[config.mk]
export PLATFORM = sky130hd
export DESIGN_NAME = page_translation_with_cache_top
export DESIGN_NICKNAME = d
export VERILOG_FILES = /design/src/hw/rtl/ptc_pkg.sv /design/src/hw/rtl/page_translation_with_cache_top.sv /design/src/hw/rtl/ptc_table.sv /design/src/hw/rtl/ptc_cache.sv
export SDC_FILE = /design/constraint.sdc
export NUM_CORES = 2
export LEC_CHECK = 0
export BUFFER_PORTS_ARGS = -buffer_cell sky130_fd_sc_hd__buf_2
export CAP_MARGIN = 40
export CORE_MARGIN = 4
export CORE_UTILIZATION = 30
export DETAILED_ROUTE_END_ITERATION = 10
export HOLD_SLACK_MARGIN = 0.1
export PLACE_DENSITY = 0.53
export SYNTH_ARGS = -nofsm -noshare
export SYNTH_HDL_FRONTEND = slang
export SYNTH_SLANG_ARGS = --single-unit
[constraint.sdc]
create_clock -name clk_i -period 7.6 [get_ports clk_i]
set_clock_uncertainty 0.1 [all_clocks]
set_input_delay 1.14 -clock clk_i [delete_from_list [all_inputs] [get_ports clk_i]]
set_output_delay 1.14 -clock clk_i [all_outputs]
set_load 0.02 [all_outputs]
[src/hw/rtl/ptc_pkg.sv]
// ----------------------------------------------------------------------------
// ptc_pkg
// Shared widths, codes and control types of the page translation block.
// ----------------------------------------------------------------------------
package ptc_pkg;

  localparam int unsigned CMD_W      = 3;
  localparam int unsigned ADDR_W     = 48;
  localparam int unsigned ACC_W      = 3;
  localparam int unsigned STAT_W     = 3;
  localparam int unsigned PHYS_W     = 24;
  localparam int unsigned SHIFT_W    = 5;
  localparam int unsigned LIMIT_W    = 9;
  localparam int unsigned CFG_IDX_W  = 2;
  localparam int unsigned CFG_DATA_W = 9;
  localparam int unsigned OFF_W      = 16;
  localparam int unsigned IN_DATA_W  = 64;
  localparam int unsigned OUT_DATA_W = 32;

  localparam logic [SHIFT_W-1:0] SHIFT_MIN     = 5'd12;
  localparam logic [SHIFT_W-1:0] SHIFT_MAX     = 5'd16;
  localparam logic [SHIFT_W-1:0] SHIFT_RESET   = 5'd12;
  localparam logic [LIMIT_W-1:0] LIMIT_RESET   = 9'd256;

  typedef enum logic [CMD_W-1:0] {
    CMD_XLATE  = 3'd0,
    CMD_BYPASS = 3'd1,
    CMD_MAP    = 3'd2,
    CMD_UNMAP  = 3'd3,
    CMD_PROT   = 3'd4
  } cmd_e;

  typedef enum logic [STAT_W-1:0] {
    ST_OK      = 3'd0,
    ST_INVALID = 3'd1,
    ST_PROT    = 3'd2,
    ST_NOFRAME = 3'd3,
    ST_MAPPED  = 3'd4
  } status_e;

  typedef enum logic [CFG_IDX_W-1:0] {
    CFG_PAGE_SHIFT  = 2'd0,
    CFG_FRAME_LIMIT = 2'd1
  } cfg_idx_e;

  typedef struct packed {
    logic fill;
    logic inval;
  } cache_ctl_t;

endpackage

[src/hw/rtl/page_translation_with_cache_top.sv]
// ----------------------------------------------------------------------------
// page_translation_with_cache_top
// Page table translation with a translation cache, lazy frame commit and
// map, unmap and set-protection commands.
// ----------------------------------------------------------------------------
// channel  | direction | handshake                | payload
// s_axis   | in        | s_axis_tvalid/tready     | command item
// m_axis   | out       | m_axis_tvalid/tready     | result item
// cfg      | in        | cfg_valid_i/cfg_ready_o  | register index and data
//
// One item per cycle unless a stalled result holds the item behind it or the
// table is clearing. Items pass the stage 1 and then the result register; the
// page table read is registered, the decision and state update follow. After
// reset the table is cleared one entry a cycle, with s_axis_tready low.
// ----------------------------------------------------------------------------
module page_translation_with_cache_top #(
  parameter int unsigned VPN_BITS      = 8,
  parameter int unsigned CACHE_ENTRIES = 4,
  parameter int unsigned FRAMES        = 256
) (
  input  logic                              clk_i,
  input  logic                              rst_ni,
  input  logic                              s_axis_tvalid,
  output logic                              s_axis_tready,
  // cmd[2:0], address[50:3], access[53:51], prot[56:54], commit_now[57]
  input  logic [ptc_pkg::IN_DATA_W-1:0]     s_axis_tdata,
  output logic                              m_axis_tvalid,
  input  logic                              m_axis_tready,
  // status[2:0], phys_address[26:3], cache_hit[27]
  output logic [ptc_pkg::OUT_DATA_W-1:0]    m_axis_tdata,
  input  logic                              cfg_valid_i,
  output logic                              cfg_ready_o,
  input  logic [ptc_pkg::CFG_IDX_W-1:0]     cfg_index_i,
  input  logic [ptc_pkg::CFG_DATA_W-1:0]    cfg_data_i
);

  localparam int unsigned FW     = $clog2(FRAMES);
  localparam int unsigned NF_W   = FW + 1;
  localparam int unsigned ENT_W  = FW + 5;
  localparam int unsigned CMP_W  = (NF_W > ptc_pkg::LIMIT_W) ? NF_W : ptc_pkg::LIMIT_W;
  localparam int unsigned PW     = FW + ptc_pkg::OFF_W;
  localparam int unsigned WIDE_W = (PW > ptc_pkg::PHYS_W) ? PW : ptc_pkg::PHYS_W;

  // configuration
  logic [ptc_pkg::SHIFT_W-1:0] page_shift_q;
  logic [ptc_pkg::LIMIT_W-1:0] frame_limit_q;

  assign cfg_ready_o = 1'b1;

  always_ff @(posedge clk_i or negedge rst_ni) begin
    if (!rst_ni) begin
      page_shift_q  <= ptc_pkg::SHIFT_RESET;
      frame_limit_q <= ptc_pkg::LIMIT_RESET;
    end else if (cfg_valid_i) begin
      unique case (cfg_index_i)
        ptc_pkg::CFG_PAGE_SHIFT:  page_shift_q  <= cfg_data_i[ptc_pkg::SHIFT_W-1:0];
        ptc_pkg::CFG_FRAME_LIMIT: frame_limit_q <= cfg_data_i;
        default: ;
      endcase
    end
  end

  // input split
  logic [ptc_pkg::CMD_W-1:0]   in_cmd;
  logic [ptc_pkg::ADDR_W-1:0]  in_addr;
  logic [ptc_pkg::ACC_W-1:0]   in_acc;
  logic [ptc_pkg::ACC_W-1:0]   in_prot;
  logic                        in_commit;
  logic [ptc_pkg::SHIFT_W-1:0] shift_eff;
  logic [ptc_pkg::ADDR_W-1:0]  shifted;
  logic [ptc_pkg::OFF_W-1:0]   in_off;
  logic [VPN_BITS-1:0]         in_vpn;
  logic                        in_bad;

  assign in_cmd    = s_axis_tdata[2:0];
  assign in_addr   = s_axis_tdata[50:3];
  assign in_acc    = s_axis_tdata[53:51];
  assign in_prot   = s_axis_tdata[56:54];
  assign in_commit = s_axis_tdata[57];

  always_comb begin
    if (page_shift_q < ptc_pkg::SHIFT_MIN) begin
      shift_eff = ptc_pkg::SHIFT_MIN;
    end else if (page_shift_q > ptc_pkg::SHIFT_MAX) begin
      shift_eff = ptc_pkg::SHIFT_MAX;
    end else begin
      shift_eff = page_shift_q;
    end
  end

  assign shifted = in_addr >> shift_eff;
  assign in_vpn  = shifted[VPN_BITS-1:0];
  assign in_bad  = |shifted[ptc_pkg::ADDR_W-1:VPN_BITS];
  assign in_off  = in_addr[ptc_pkg::OFF_W-1:0] & ~({ptc_pkg::OFF_W{1'b1}} << shift_eff);

  // stage 1 register
  logic                        s1_valid_q;
  logic [ptc_pkg::CMD_W-1:0]   s1_cmd_q;
  logic [VPN_BITS-1:0]         s1_vpn_q;
  logic [ptc_pkg::OFF_W-1:0]   s1_off_q;
  logic [ptc_pkg::SHIFT_W-1:0] s1_shift_q;
  logic [ptc_pkg::ACC_W-1:0]   s1_acc_q;
  logic [ptc_pkg::ACC_W-1:0]   s1_prot_q;
  logic                        s1_commit_q;
  logic                        s1_bad_q;

  logic out_valid_q;
  logic s1_adv;
  logic in_xfer;
  logic busy;

  assign s1_adv        = s1_valid_q && (!out_valid_q || m_axis_tready);
  assign s_axis_tready = (!s1_valid_q || s1_adv) && !busy;
  assign in_xfer       = s_axis_tvalid && s_axis_tready;

  always_ff @(posedge clk_i or negedge rst_ni) begin
    if (!rst_ni) begin
      s1_valid_q <= 1'b0;
    end else if (in_xfer) begin
      s1_valid_q <= 1'b1;
    end else if (s1_adv) begin
      s1_valid_q <= 1'b0;
    end
  end

  always_ff @(posedge clk_i) begin
    if (in_xfer) begin
      s1_cmd_q    <= in_cmd;
      s1_vpn_q    <= in_vpn;
      s1_off_q    <= in_off;
      s1_shift_q  <= shift_eff;
      s1_acc_q    <= in_acc;
      s1_prot_q   <= in_prot;
      s1_commit_q <= in_commit;
      s1_bad_q    <= in_bad;
    end
  end

  // page table and cache
  logic [ENT_W-1:0] ent;
  logic             wr_en;
  logic [ENT_W-1:0] wr_data;
  logic             hit;
  ptc_pkg::cache_ctl_t cache_ctl;
  ptc_pkg::cache_ctl_t cache_req;

  ptc_table #(
    .VPN_BITS (VPN_BITS),
    .ENT_W    (ENT_W)
  ) u_table (
    .clk_i     (clk_i),
    .rst_ni    (rst_ni),
    .rd_en_i   (in_xfer),
    .rd_addr_i (in_vpn),
    .rd_data_o (ent),
    .wr_en_i   (wr_en && s1_adv),
    .wr_addr_i (s1_vpn_q),
    .wr_data_i (wr_data),
    .busy_o    (busy)
  );

  assign cache_ctl.fill  = cache_req.fill && s1_adv;
  assign cache_ctl.inval = cache_req.inval && s1_adv;

  ptc_cache #(
    .VPN_BITS      (VPN_BITS),
    .CACHE_ENTRIES (CACHE_ENTRIES)
  ) u_cache (
    .clk_i  (clk_i),
    .rst_ni (rst_ni),
    .vpn_i  (s1_vpn_q),
    .ctl_i  (cache_ctl),
    .hit_o  (hit)
  );

  // decision
  logic                      e_mapped;
  logic                      e_present;
  logic [ptc_pkg::ACC_W-1:0] e_prot;
  logic [FW-1:0]             e_frame;
  logic [NF_W-1:0]           next_frame_q;
  logic                      no_frame;
  logic                      take;
  logic                      phys_en;
  logic                      hit_res;
  ptc_pkg::status_e          status;
  logic [WIDE_W-1:0]         phys_wide;
  logic [FW-1:0]             frame_use;

  assign e_mapped  = ent[FW+4];
  assign e_present = ent[FW+3];
  assign e_prot    = ent[FW+2:FW];
  assign e_frame   = ent[FW-1:0];

  assign no_frame = (CMP_W'(next_frame_q) >= CMP_W'(frame_limit_q)) ||
                    (next_frame_q >= NF_W'(FRAMES));

  always_comb begin
    status          = ptc_pkg::ST_OK;
    take            = 1'b0;
    phys_en         = 1'b0;
    hit_res         = 1'b0;
    wr_en           = 1'b0;
    wr_data         = ent;
    cache_req.fill  = 1'b0;
    cache_req.inval = 1'b0;
    if (s1_bad_q) begin
      status = ptc_pkg::ST_INVALID;
    end else begin
      case (s1_cmd_q) inside
        ptc_pkg::CMD_XLATE, ptc_pkg::CMD_BYPASS: begin
          if (!hit && !e_mapped) begin
            status = ptc_pkg::ST_INVALID;
          end else begin
            hit_res        = hit;
            cache_req.fill = !hit;
            if ((s1_cmd_q == ptc_pkg::CMD_XLATE) && ((e_prot & s1_acc_q) != s1_acc_q)) begin
              status = ptc_pkg::ST_PROT;
            end else if (!e_present && no_frame) begin
              status = ptc_pkg::ST_NOFRAME;
            end else begin
              phys_en = 1'b1;
              if (!e_present) begin
                take    = 1'b1;
                wr_en   = 1'b1;
                wr_data = {1'b1, 1'b1, e_prot, next_frame_q[FW-1:0]};
              end
            end
          end
        end
        ptc_pkg::CMD_MAP: begin
          if (e_mapped) begin
            status = ptc_pkg::ST_MAPPED;
          end else if (s1_commit_q && no_frame) begin
            status = ptc_pkg::ST_NOFRAME;
          end else begin
            take    = s1_commit_q;
            wr_en   = 1'b1;
            wr_data = {1'b1, s1_commit_q, s1_prot_q,
                       s1_commit_q ? next_frame_q[FW-1:0] : {FW{1'b0}}};
          end
        end
        ptc_pkg::CMD_UNMAP: begin
          if (!e_mapped) begin
            status = ptc_pkg::ST_INVALID;
          end else begin
            wr_en           = 1'b1;
            wr_data         = '0;
            cache_req.inval = 1'b1;
          end
        end
        ptc_pkg::CMD_PROT: begin
          if (!e_mapped) begin
            status = ptc_pkg::ST_INVALID;
          end else begin
            wr_en   = 1'b1;
            wr_data = {1'b1, e_present, s1_prot_q, e_frame};
          end
        end
        default: begin
          status = ptc_pkg::ST_INVALID;
        end
      endcase
    end
  end

  assign frame_use = take ? next_frame_q[FW-1:0] : e_frame;
  assign phys_wide = (WIDE_W'(frame_use) << s1_shift_q) | WIDE_W'(s1_off_q);

  always_ff @(posedge clk_i or negedge rst_ni) begin
    if (!rst_ni) begin
      next_frame_q <= '0;
    end else if (s1_adv && take) begin
      next_frame_q <= next_frame_q + 1'b1;
    end
  end

  // result register
  logic [ptc_pkg::STAT_W-1:0] out_status_q;
  logic [ptc_pkg::PHYS_W-1:0] out_phys_q;
  logic                       out_hit_q;

  always_ff @(posedge clk_i or negedge rst_ni) begin
    if (!rst_ni) begin
      out_valid_q <= 1'b0;
    end else if (s1_adv) begin
      out_valid_q <= 1'b1;
    end else if (m_axis_tready) begin
      out_valid_q <= 1'b0;
    end
  end

  always_ff @(posedge clk_i) begin
    if (s1_adv) begin
      out_status_q <= status;
      out_phys_q   <= phys_en ? phys_wide[ptc_pkg::PHYS_W-1:0] : '0;
      out_hit_q    <= hit_res;
    end
  end

  assign m_axis_tvalid = out_valid_q;
  assign m_axis_tdata  = {4'b0000, out_hit_q, out_phys_q, out_status_q};

endmodule

[src/hw/rtl/ptc_table.sv]
// ----------------------------------------------------------------------------
// ptc_table
// Page table memory with registered read, write forwarding and a clearing
// pass after reset.
// ----------------------------------------------------------------------------
module ptc_table #(
  parameter int unsigned VPN_BITS = 8,
  parameter int unsigned ENT_W    = 13
) (
  input  logic                clk_i,
  input  logic                rst_ni,
  input  logic                rd_en_i,
  input  logic [VPN_BITS-1:0] rd_addr_i,
  output logic [ENT_W-1:0]    rd_data_o,
  input  logic                wr_en_i,
  input  logic [VPN_BITS-1:0] wr_addr_i,
  input  logic [ENT_W-1:0]    wr_data_i,
  output logic                busy_o
);

  localparam int unsigned DEPTH = 2 ** VPN_BITS;

  logic [ENT_W-1:0]    mem [DEPTH];
  logic [ENT_W-1:0]    rd_q;
  logic [ENT_W-1:0]    fwd_data_q;
  logic                fwd_q;
  logic                busy_q;
  logic [VPN_BITS-1:0] clr_q;

  always_ff @(posedge clk_i or negedge rst_ni) begin
    if (!rst_ni) begin
      busy_q <= 1'b1;
      clr_q  <= '0;
    end else if (busy_q) begin
      clr_q <= clr_q + 1'b1;
      if (clr_q == {VPN_BITS{1'b1}}) begin
        busy_q <= 1'b0;
      end
    end
  end

  always_ff @(posedge clk_i) begin
    if (busy_q) begin
      mem[clr_q] <= '0;
    end else if (wr_en_i) begin
      mem[wr_addr_i] <= wr_data_i;
    end
  end

  always_ff @(posedge clk_i) begin
    if (rd_en_i) begin
      rd_q <= mem[rd_addr_i];
    end
  end

  always_ff @(posedge clk_i or negedge rst_ni) begin
    if (!rst_ni) begin
      fwd_q <= 1'b0;
    end else if (rd_en_i) begin
      fwd_q <= wr_en_i && (wr_addr_i == rd_addr_i);
    end
  end

  always_ff @(posedge clk_i) begin
    if (rd_en_i) begin
      fwd_data_q <= wr_data_i;
    end
  end

  assign rd_data_o = fwd_q ? fwd_data_q : rd_q;
  assign busy_o    = busy_q;

endmodule

[src/hw/rtl/ptc_cache.sv]
// ----------------------------------------------------------------------------
// ptc_cache
// Fully associative translation cache tags with round-robin refill.
// ----------------------------------------------------------------------------
module ptc_cache #(
  parameter int unsigned VPN_BITS      = 8,
  parameter int unsigned CACHE_ENTRIES = 4
) (
  input  logic                  clk_i,
  input  logic                  rst_ni,
  input  logic [VPN_BITS-1:0]   vpn_i,
  input  ptc_pkg::cache_ctl_t   ctl_i,
  output logic                  hit_o
);

  localparam int unsigned IDX_W = (CACHE_ENTRIES > 1) ? $clog2(CACHE_ENTRIES) : 1;
  localparam logic [IDX_W-1:0] LAST = IDX_W'(CACHE_ENTRIES - 1);

  logic [CACHE_ENTRIES-1:0] valid_q;
  logic [VPN_BITS-1:0]      tag_q [CACHE_ENTRIES];
  logic [IDX_W-1:0]         ptr_q;
  logic [CACHE_ENTRIES-1:0] match;

  always_comb begin
    for (int i = 0; i < CACHE_ENTRIES; i++) begin
      match[i] = valid_q[i] && (tag_q[i] == vpn_i);
    end
  end

  assign hit_o = |match;

  always_ff @(posedge clk_i or negedge rst_ni) begin
    if (!rst_ni) begin
      valid_q <= '0;
      ptr_q   <= '0;
    end else if (ctl_i.fill) begin
      valid_q[ptr_q] <= 1'b1;
      ptr_q          <= (ptr_q == LAST) ? '0 : ptr_q + 1'b1;
    end else if (ctl_i.inval) begin
      valid_q <= valid_q & ~match;
    end
  end

  always_ff @(posedge clk_i) begin
    if (ctl_i.fill) begin
      tag_q[ptr_q] <= vpn_i;
    end
  end

endmodule
; Word-level counts from Yosys, hierarchy flattened
; Memories as Yosys holds them, arrays and structs flattened. A register that Yosys moved wholly into a read port is not among the register bits.
; Index checks and enable logic that the tools add are counted.
[word_totals]
ramBits = 3360
wordCells = 172
in_bits = 80
register_bits = 122
output_inout_bits = 35
mem_count = 2
[classes]
addsub = 3
n_shift = 3
n_eq_ne = 13
order_cmp = 6
n_mux = 77
n_reduce_logical = 38
bitwise_logic = 8
[mem_list]
columns = name, words, word_bits, read_ports, rd_ports_with_merged_regs, write_ports, line_no
row1 = u_table.mem, 256, 13, 1, 1, 1, ptc_table.sv:23  ; logic [ENT_W-1:0] mem [DEPTH];
row2 = u_cache.tag_q, 4, 8, 4, 0, 1, ptc_cache.sv:20  ; logic [VPN_BITS-1:0] tag_q [CACHE_ENTRIES];
[ops]
columns = operator, n
row1 = 13-bit two-way mux, 14
row2 = 48-bit by 5-bit >> shifter with 48-bit output, 1
row3 = 1-bit two-way mux, 45
row4 = 8-bit equality test, 5
row5 = 40-bit OR reduction, 1
row6 = 8-bit two-way mux, 3
row7 = 24-bit by 16-bit OR with 24-bit output, 1
row8 = 8-bit by 5-bit left shift with 24-bit output, 1
row9 = 1-bit logical AND, 17
row10 = 16-bit bitwise AND, 1
row11 = 16-bit NOT, 1
row12 = "16-bit by 5-bit left shift with 16-bit output, first input constant", 1
row13 = 13-bit OR reduction, 1
row14 = 12-bit two-way mux, 1
row15 = 2-bit two-way mux, 6
row16 = 5-bit two-way mux, 2
row17 = "9-bit by 1-bit adder with 9-bit output, second input constant", 1
row18 = 9-bit greater-or-equal comparator, 1
row19 = "9-bit greater-or-equal comparator, second input constant", 1
row20 = 3-bit two-way mux, 3
row21 = "8-bit by 1-bit adder with 8-bit output, second input constant", 1
row22 = "8-bit equality test, second input constant", 1
row23 = 4-bit two-way mux, 2
row24 = "3-bit by 2-bit equality test with 1-bit output, second input constant", 2
row25 = 25 further kinds, 35

; Logic depth before layout (Yosys ltp)
; An unclocked memory read counts as a cell.
[depth]
depth_word = 15
mapped_depth = 18
mapped_depth_nobuf = 12

; Cells and area by module
; Synthesis repeated with hierarchy kept, for this count alone.
[unflattened]
cells_unflattened = 6493
area_unflattened_um2 = 136200.6
[modules_own_cells]
columns = mod, n_inst, area_each_um2, cells_per_inst, seq_area_each_um2
row1 = ptc_table, 1, 129312.8, 5907, 100968.1
row2 = page_translation_with_cache_top, 1, 5261.3, 478, 2671.3
row3 = ptc_cache, 1, 1626.6, 108, 1111.1

; Worst setup path before layout
; OpenSTA, ideal clock, no wires.
[synth_timing]
path_kind = register to register
from = register frame_limit_q[8] (netlist bit)
to = memory u_table.mem[0][10] (data pin)
stages_incl_launch_ff = 12
synth_period_minus_slack_ns = 7.299
arrival_ns = 6.329
setup_time_ns = 0.870
path_slack_ns = 0.301
t_required_ns = 6.630
path_buffers = 2
cell_sequence = dfstp_2 > inv_1 > ha_1 > and3_1 > a22o_1 > or4_1 > a211o_1 > a211o_1 > a211oi_4 > buf_4 > clkbuf_1 > and2_1
[synth_between]
elab_chain_len = 14
elab_cells_between_ends = 26
classes_between = order compare (1) / mux (20) / reduce/logical (5)
[synth_rtl]
columns = item, line_no
row1 = from (decl), page_translation_with_cache_top.sv:46  ; logic [ptc_pkg::LIMIT_W-1:0] frame_limit_q;
row2 = from (signal assigned), page_translation_with_cache_top.sv:53  ; frame_limit_q <= ptc_pkg::LIMIT_RESET;
row3 = from (signal assigned), page_translation_with_cache_top.sv:57  ; ptc_pkg::CFG_FRAME_LIMIT: frame_limit_q <= cfg_data_i;
row4 = 9-bit greater-or-equal comparator *, page_translation_with_cache_top.sv:195  ; assign no_frame = (CMP_W'(next_frame_q) >= CMP_W'(frame_limit_q)) ||
row5 = 1-bit logical OR *, page_translation_with_cache_top.sv:195
row6 = 1-bit logical AND (on tied branches), "page_translation_with_cache_top.sv:234, page_translation_with_cache_top.sv:219"
row7 = 1-bit two-way mux (on tied branches), "page_translation_with_cache_top.sv:234, page_translation_with_cache_top.sv:219"
row8 = 1-bit two-way mux (on tied branches), "page_translation_with_cache_top.sv:232, page_translation_with_cache_top.sv:217"
row9 = 1-bit two-way mux (on tied branches), "page_translation_with_cache_top.sv:210, page_translation_with_cache_top.sv:212"
row10 = 1-bit two-way mux, page_translation_with_cache_top.sv:210  ; case (s1_cmd_q) inside
row11 = 1-bit two-way mux, page_translation_with_cache_top.sv:207  ; if (s1_bad_q) begin
row12 = 1-bit logical AND, page_translation_with_cache_top.sv:156  ; .wr_en_i (wr_en && s1_adv),
row13 = 1-bit two-way mux, ptc_table.sv:45  ; end else if (wr_en_i) begin
row14 = 1-bit two-way mux, ptc_table.sv:43  ; if (busy_q) begin
row15 = 1-bit two-way mux (not written as such), ptc_table.sv:46  ; mem[wr_addr_i] <= wr_data_i;
row16 = 13-bit OR reduction (no line), n/a
row17 = 13-bit two-way mux (no line) *, n/a
row18 = to (decl), ptc_table.sv:23
; Every way passes the cells marked *; elsewhere a longest branch is shown, timed or not.

; Worst setup path in the final report
[layout_timing]
from = register page_shift_q[4] (netlist bit)
to = register u_table.rd_q[3], read port of u_table.mem (data pin)
[layout_between]
elab_chain_len = 4
elab_cells_between_ends = 5
classes_between = order compare (2) / shift (1) / mux (2)
[layout_rtl]
columns = item, line_no
row1 = from (decl), page_translation_with_cache_top.sv:45  ; logic [ptc_pkg::SHIFT_W-1:0] page_shift_q;
row2 = from (signal assigned), page_translation_with_cache_top.sv:52  ; page_shift_q <= ptc_pkg::SHIFT_RESET;
row3 = from (signal assigned), page_translation_with_cache_top.sv:56  ; ptc_pkg::CFG_PAGE_SHIFT: page_shift_q <= cfg_data_i[ptc_pkg::SHIFT_W-1:0];
row4 = 5-bit > comparator, page_translation_with_cache_top.sv:84  ; end else if (page_shift_q > ptc_pkg::SHIFT_MAX) begin
row5 = 5-bit two-way mux, page_translation_with_cache_top.sv:84
row6 = 5-bit two-way mux *, page_translation_with_cache_top.sv:82  ; if (page_shift_q < ptc_pkg::SHIFT_MIN) begin
row7 = 48-bit by 5-bit >> shifter with 48-bit output *, page_translation_with_cache_top.sv:91  ; assign shifted = in_addr >> shift_eff;
row8 = to (decl), ptc_table.sv:24  ; logic [ENT_W-1:0] rd_q;
; Marked as above.
; A chain may end at the register's enable or synchronous reset.

==> run summary <==
After synthesis the netlist holds a flip-flop and latch count of 3495. The run gives 30.1% as the initial cell density of the core. For this run the aggregate overflow at the end of global routing stands at 0. The count of distinct cell types in the synthesized netlist is 80. In the synthesized netlist the dominant register cell turns out to be sky130_fd_sc_hd__edfxtp_1.

For this design the static power due to leakage is 59.9 nW. After legalization and detailed placement, the total HPWL measured 294000 um. The net count of the finished layout is 11000.

Setup violations remaining at the end of the flow were counted as 0. Summing the areas of all compound-gate instances in the mapped netlist gives 7.00% of the synthesized area. In the synthesized netlist, mux cells make up 3.18% of the area.

The share of final-layout standard cells stronger than drive strength 1 is 12.6%. The worst-skew pair later-pin latency was 0.97 ns. The maximum clock insertion buffer count is 4, and the final wirelength is 483000 um.

For the worst setup path, the data arrival time is 6.60 ns. After routing, the total negative slack on setup checks comes to 0 ns. The max-capacitance violation count is 0, and the global routing usage summed across all routing layers is 19.2%. Routability-driven placement finished with a final weighted congestion of 0.877. For the pin with the worst max-slew slack, the measured transition is 1.19 ns. The worst setup path is captured at a flip-flop. Sequential cells were found to cover 73.9% of the synthesized design area. Measured along the y axis, the die boundary spans 696 um. Of the total synthesized cell area, the portion taken by full adders, half adders and majority gates is 0.132%. The kind of cell adding the most delay to the critical path was compound AO/OA/AOI/OAI gates. From left edge to right edge, the die measures 696 um. Measured against its own limit, the worst slew margin works out to 20.7%. By area, the combinational part of the netlist is dominated by simple AND/OR/NAND/NOR gates. 115 I/O pins were placed. The pin count of the biggest net entering global routing was 181; the xor and xnor fraction of the mapped netlist area was 0.333%. The hold violation count in the final report is 0, and the buffering stage count on the worst path with inverters included is 4. Relative to the synthesized area, the layout overhead comes to 16.3%. Dividing total power by cell area gives a power density of 290 nW/um^2.

For this design the total switching power over the nets is 0.0145 W. The tools report the number of global-route vias before repair as 85600. The depth of the CTS H-tree is 5. For the synthesized cell area, the log shows 142000 sq um. Leaving out fill and tap cells, the most frequent cell in the layout is sky130_fd_sc_hd__edfxtp_1. Kind of critical path: reg2reg. For the fraction of power consumed by combinational cells, the log shows 18.7%. Of the total power, the clock network draws 37.2%. Setup repair after global routing left no endpoint under its margin.

Leaving out fill and tap cells, the most frequent cells in the layout are sky130_fd_sc_hd__edfxtp_1 (3454), sky130_fd_sc_hd__nand2_1 (2578), sky130_fd_sc_hd__nand3_1 (911). The internal portion of the total power is 0.0334 W. Subtracting the final worst setup slack from the clock period gives 6.03 ns. The first routing iteration left 12300 violations. Clock tree synthesis found a total of 3495 sinks. The logs give 0.248 ns for the final-layout worst hold slack and 166 MHz for the maximum achievable frequency. The share of the cycle needed by the critical path after routing came out at 79.3%.

Startpoint type of the worst setup path: a flip-flop. The initialized floorplan defines 252 standard-cell rows. For this design, the slowest cell found on the critical path is sky130_fd_sc_hd__dfrtp_1.

Sequential cells burn 44.1% of the power. Number of vias per cell after detailed routing: 5.33. The average instance in the mapped netlist occupies 13.5 sq um. The number of enable flip-flop cells after synthesis is 3454.

The run gives 31 as the initial antenna violation count. In this design, the stage delay of the slowest critical-path cell is 0.80 ns. The clock root buffer is sky130_fd_sc_hd__clkbuf_16.

Of all nets on the critical path, the largest fanout is 100. The worst hold-check path type is in2reg. After clock tree synthesis, the clock-pin slew on the worst setup and hold paths is 0.06 ns. TritonCTS built the clock tree.

The number of inserted filler cells in the final layout is 45600, and the instance count of the mapped netlist is 10500. Counting flops with an async set or reset pin after synthesis yields a share of 1.17%. The die covers 484000 sq um.

The switching power as a share of total power was 30.3%; the synthesized-area fraction occupied by and/or/nand/nor cells was 12.9%. For the worst ir drop on vdd, the log shows 196 uV. The end-of-flow core utilization is 35.0%, and the via count is 93100. In this run, CTS created clock tree buffers numbering 379.

The run finished with clean final reports. The tools report the length of the first detailed-routing pass in iterations as 6. The number of cells upsized or downsized after cts is 0, and the number of buffer cells added on primary ports is 103. Traced cell by cell, the critical path runs through and4b_1 -> a221oi_4 -> a21o_4 -> buf_12 -> buf_12 -> buf_4 -> nand2_1 -> a311oi_1 -> a221oi_1 -> o21a_1 -> a311oi_1 -> o311ai_0 -> buf_4 -> o311ai_1.

The run gives 8.17 ns as the worst endpoint required time. Core box area: 471000 sq um. The tools report the total count of max-transition violations in the final report as 0. Yosys printed 0 warnings.

The routed wire length per instance came out at 27.6 um. Once placement completed, the tool counted placed cells totaling 16800. The DRC violation count after routing came out at 0. Excluding fillers, the count of instances in the completed layout stands at 17500. The run gives 671000 um as the first-pass GRT wire length. Once detail routing completed, the nets flagged for antenna violations numbered 0.
-- synthesized netlist by cell type (106+ instances only) --
library cell / count / area [sq um]
sky130_fd_sc_hd__a21oi_1: 480 / 2400
sky130_fd_sc_hd__a31oi_1: 170 / 1060
sky130_fd_sc_hd__nand3_1: 911 / 4560
sky130_fd_sc_hd__clkbuf_1: 211 / 792
sky130_fd_sc_hd__nor2_1: 351 / 1320
sky130_fd_sc_hd__buf_2: 373 / 1870
sky130_fd_sc_hd__edfxtp_1: 3454 / 104000
sky130_fd_sc_hd__o21ai_0: 106 / 531
sky130_fd_sc_hd__and3_1: 140 / 876
sky130_fd_sc_hd__a311oi_1: 109 / 955
sky130_fd_sc_hd__mux2i_1: 355 / 3550
sky130_fd_sc_hd__nand2_1: 2586 / 9710
-- per-layer routing --
metal | vias to the layer above | global-route usage (%) | wire length, um
met5 | - | 0 | 74
met4 | 10 | 7.09 | 19600
met3 | 742 | 3.80 | 46900
met2 | 4591 | 29.3 | 215000
met1 | 47600 | 27.0 | 202000
li1 | 40200 | - | -
-- layout make-up --
| type | instances | area [sq um] | area share [%] |
|---|---|---|---|
| Sequential cell | 3495 | 105000 | 63.5 |
| Multi-Input combinational cell | 6240 | 33700 | 20.4 |
| Clock buffer | 475 | 9990 | 6.06 |
| Tap cell | 6223 | 7790 | 4.72 |
| Timing Repair Buffer | 749 | 6640 | 4.02 |
| Clock inverter | 208 | 1790 | 1.09 |
| Inverter | 58 | 251 | 0.152 |
| Antenna cell | 16 | 40.0 | 0.0243 |
-- power by group through the flow --
stage	Clock [W]	Combinational [W]	Sequential, W
2_1_floorplan	0	0.00458	0.0214
3_3_place_gp	0	0.00874	0.0215
3_5_place_dp	0	0.00880	0.0215
4_1_cts	0.0181	0.00883	0.0211
5_1_grt	0.0189	0.00924	0.0211
6_report	0.0178	0.00893	0.0211
-- sequential cells by signal, summed over array words and instances (netlist names), 5 cells and up --
name and count:
u_table.mem 3328, u_cache.tag_q 32, out_phys_q 24, s1_off_q 16, u_table.fwd_data_q 13, u_table.rd_q 13
frame_limit_q 9, next_frame_q 9, s1_vpn_q 8, u_table.clr_q 8, page_shift_q 5, s1_shift_q 5
-- stage by stage --
stage	power (W)	worst slack (ns)	instance area, sq um
after global routing	0.0492	1.46	165000
after global placement	0.0303	1.42	152000
after CTS	0.0480	1.61	165000
final	0.0479	1.57	165000
after detailed placement	0.0303	1.36	153000
after floorplan	0.0260	0.301	142000
-- worst paths after layout --
kind | start | end | slack [ns] | depth (start not counted)
max | page_shift_q[4] | u_table.rd_q[3] | 1.57 | 14
min | s_axis_tdata[7] | s1_off_q[4] | 0.25 | 1
max reg2reg | page_shift_q[4] | u_table.rd_q[3] | 1.57 | 14
min reg2reg | frame_limit_q[4] | frame_limit_q[4] | 0.41 | 1
max in group asynchronous | rst_ni | u_table.clr_q[5] | 6.18 | 3
min in group asynchronous | rst_ni | m_axis_tvalid | 0.68 | 3
-- cell families (layout without fill, tap and decap cells) --
| family | after synthesis | in the layout |
|---|---|---|
| buf+inv | 784 | 1490 |
| mux | 416 | 416 |
| simple gates | 4296 | 4296 |
| xor+xnor | 54 | 54 |
| compound gates | 1454 | 1454 |
| other cells | 2 | 21 |
| flops | 3495 | 3495 |
| fa+ha+maj | 15 | 15 |
-- timing repair --
item,4_1_cts,5_1_grt
endpoints found under the setup margin,0,0
setup buffers,0,0
endpoints found under the hold margin,2,0
hold buffers,1,0
(Power assumes the default switching activity.)
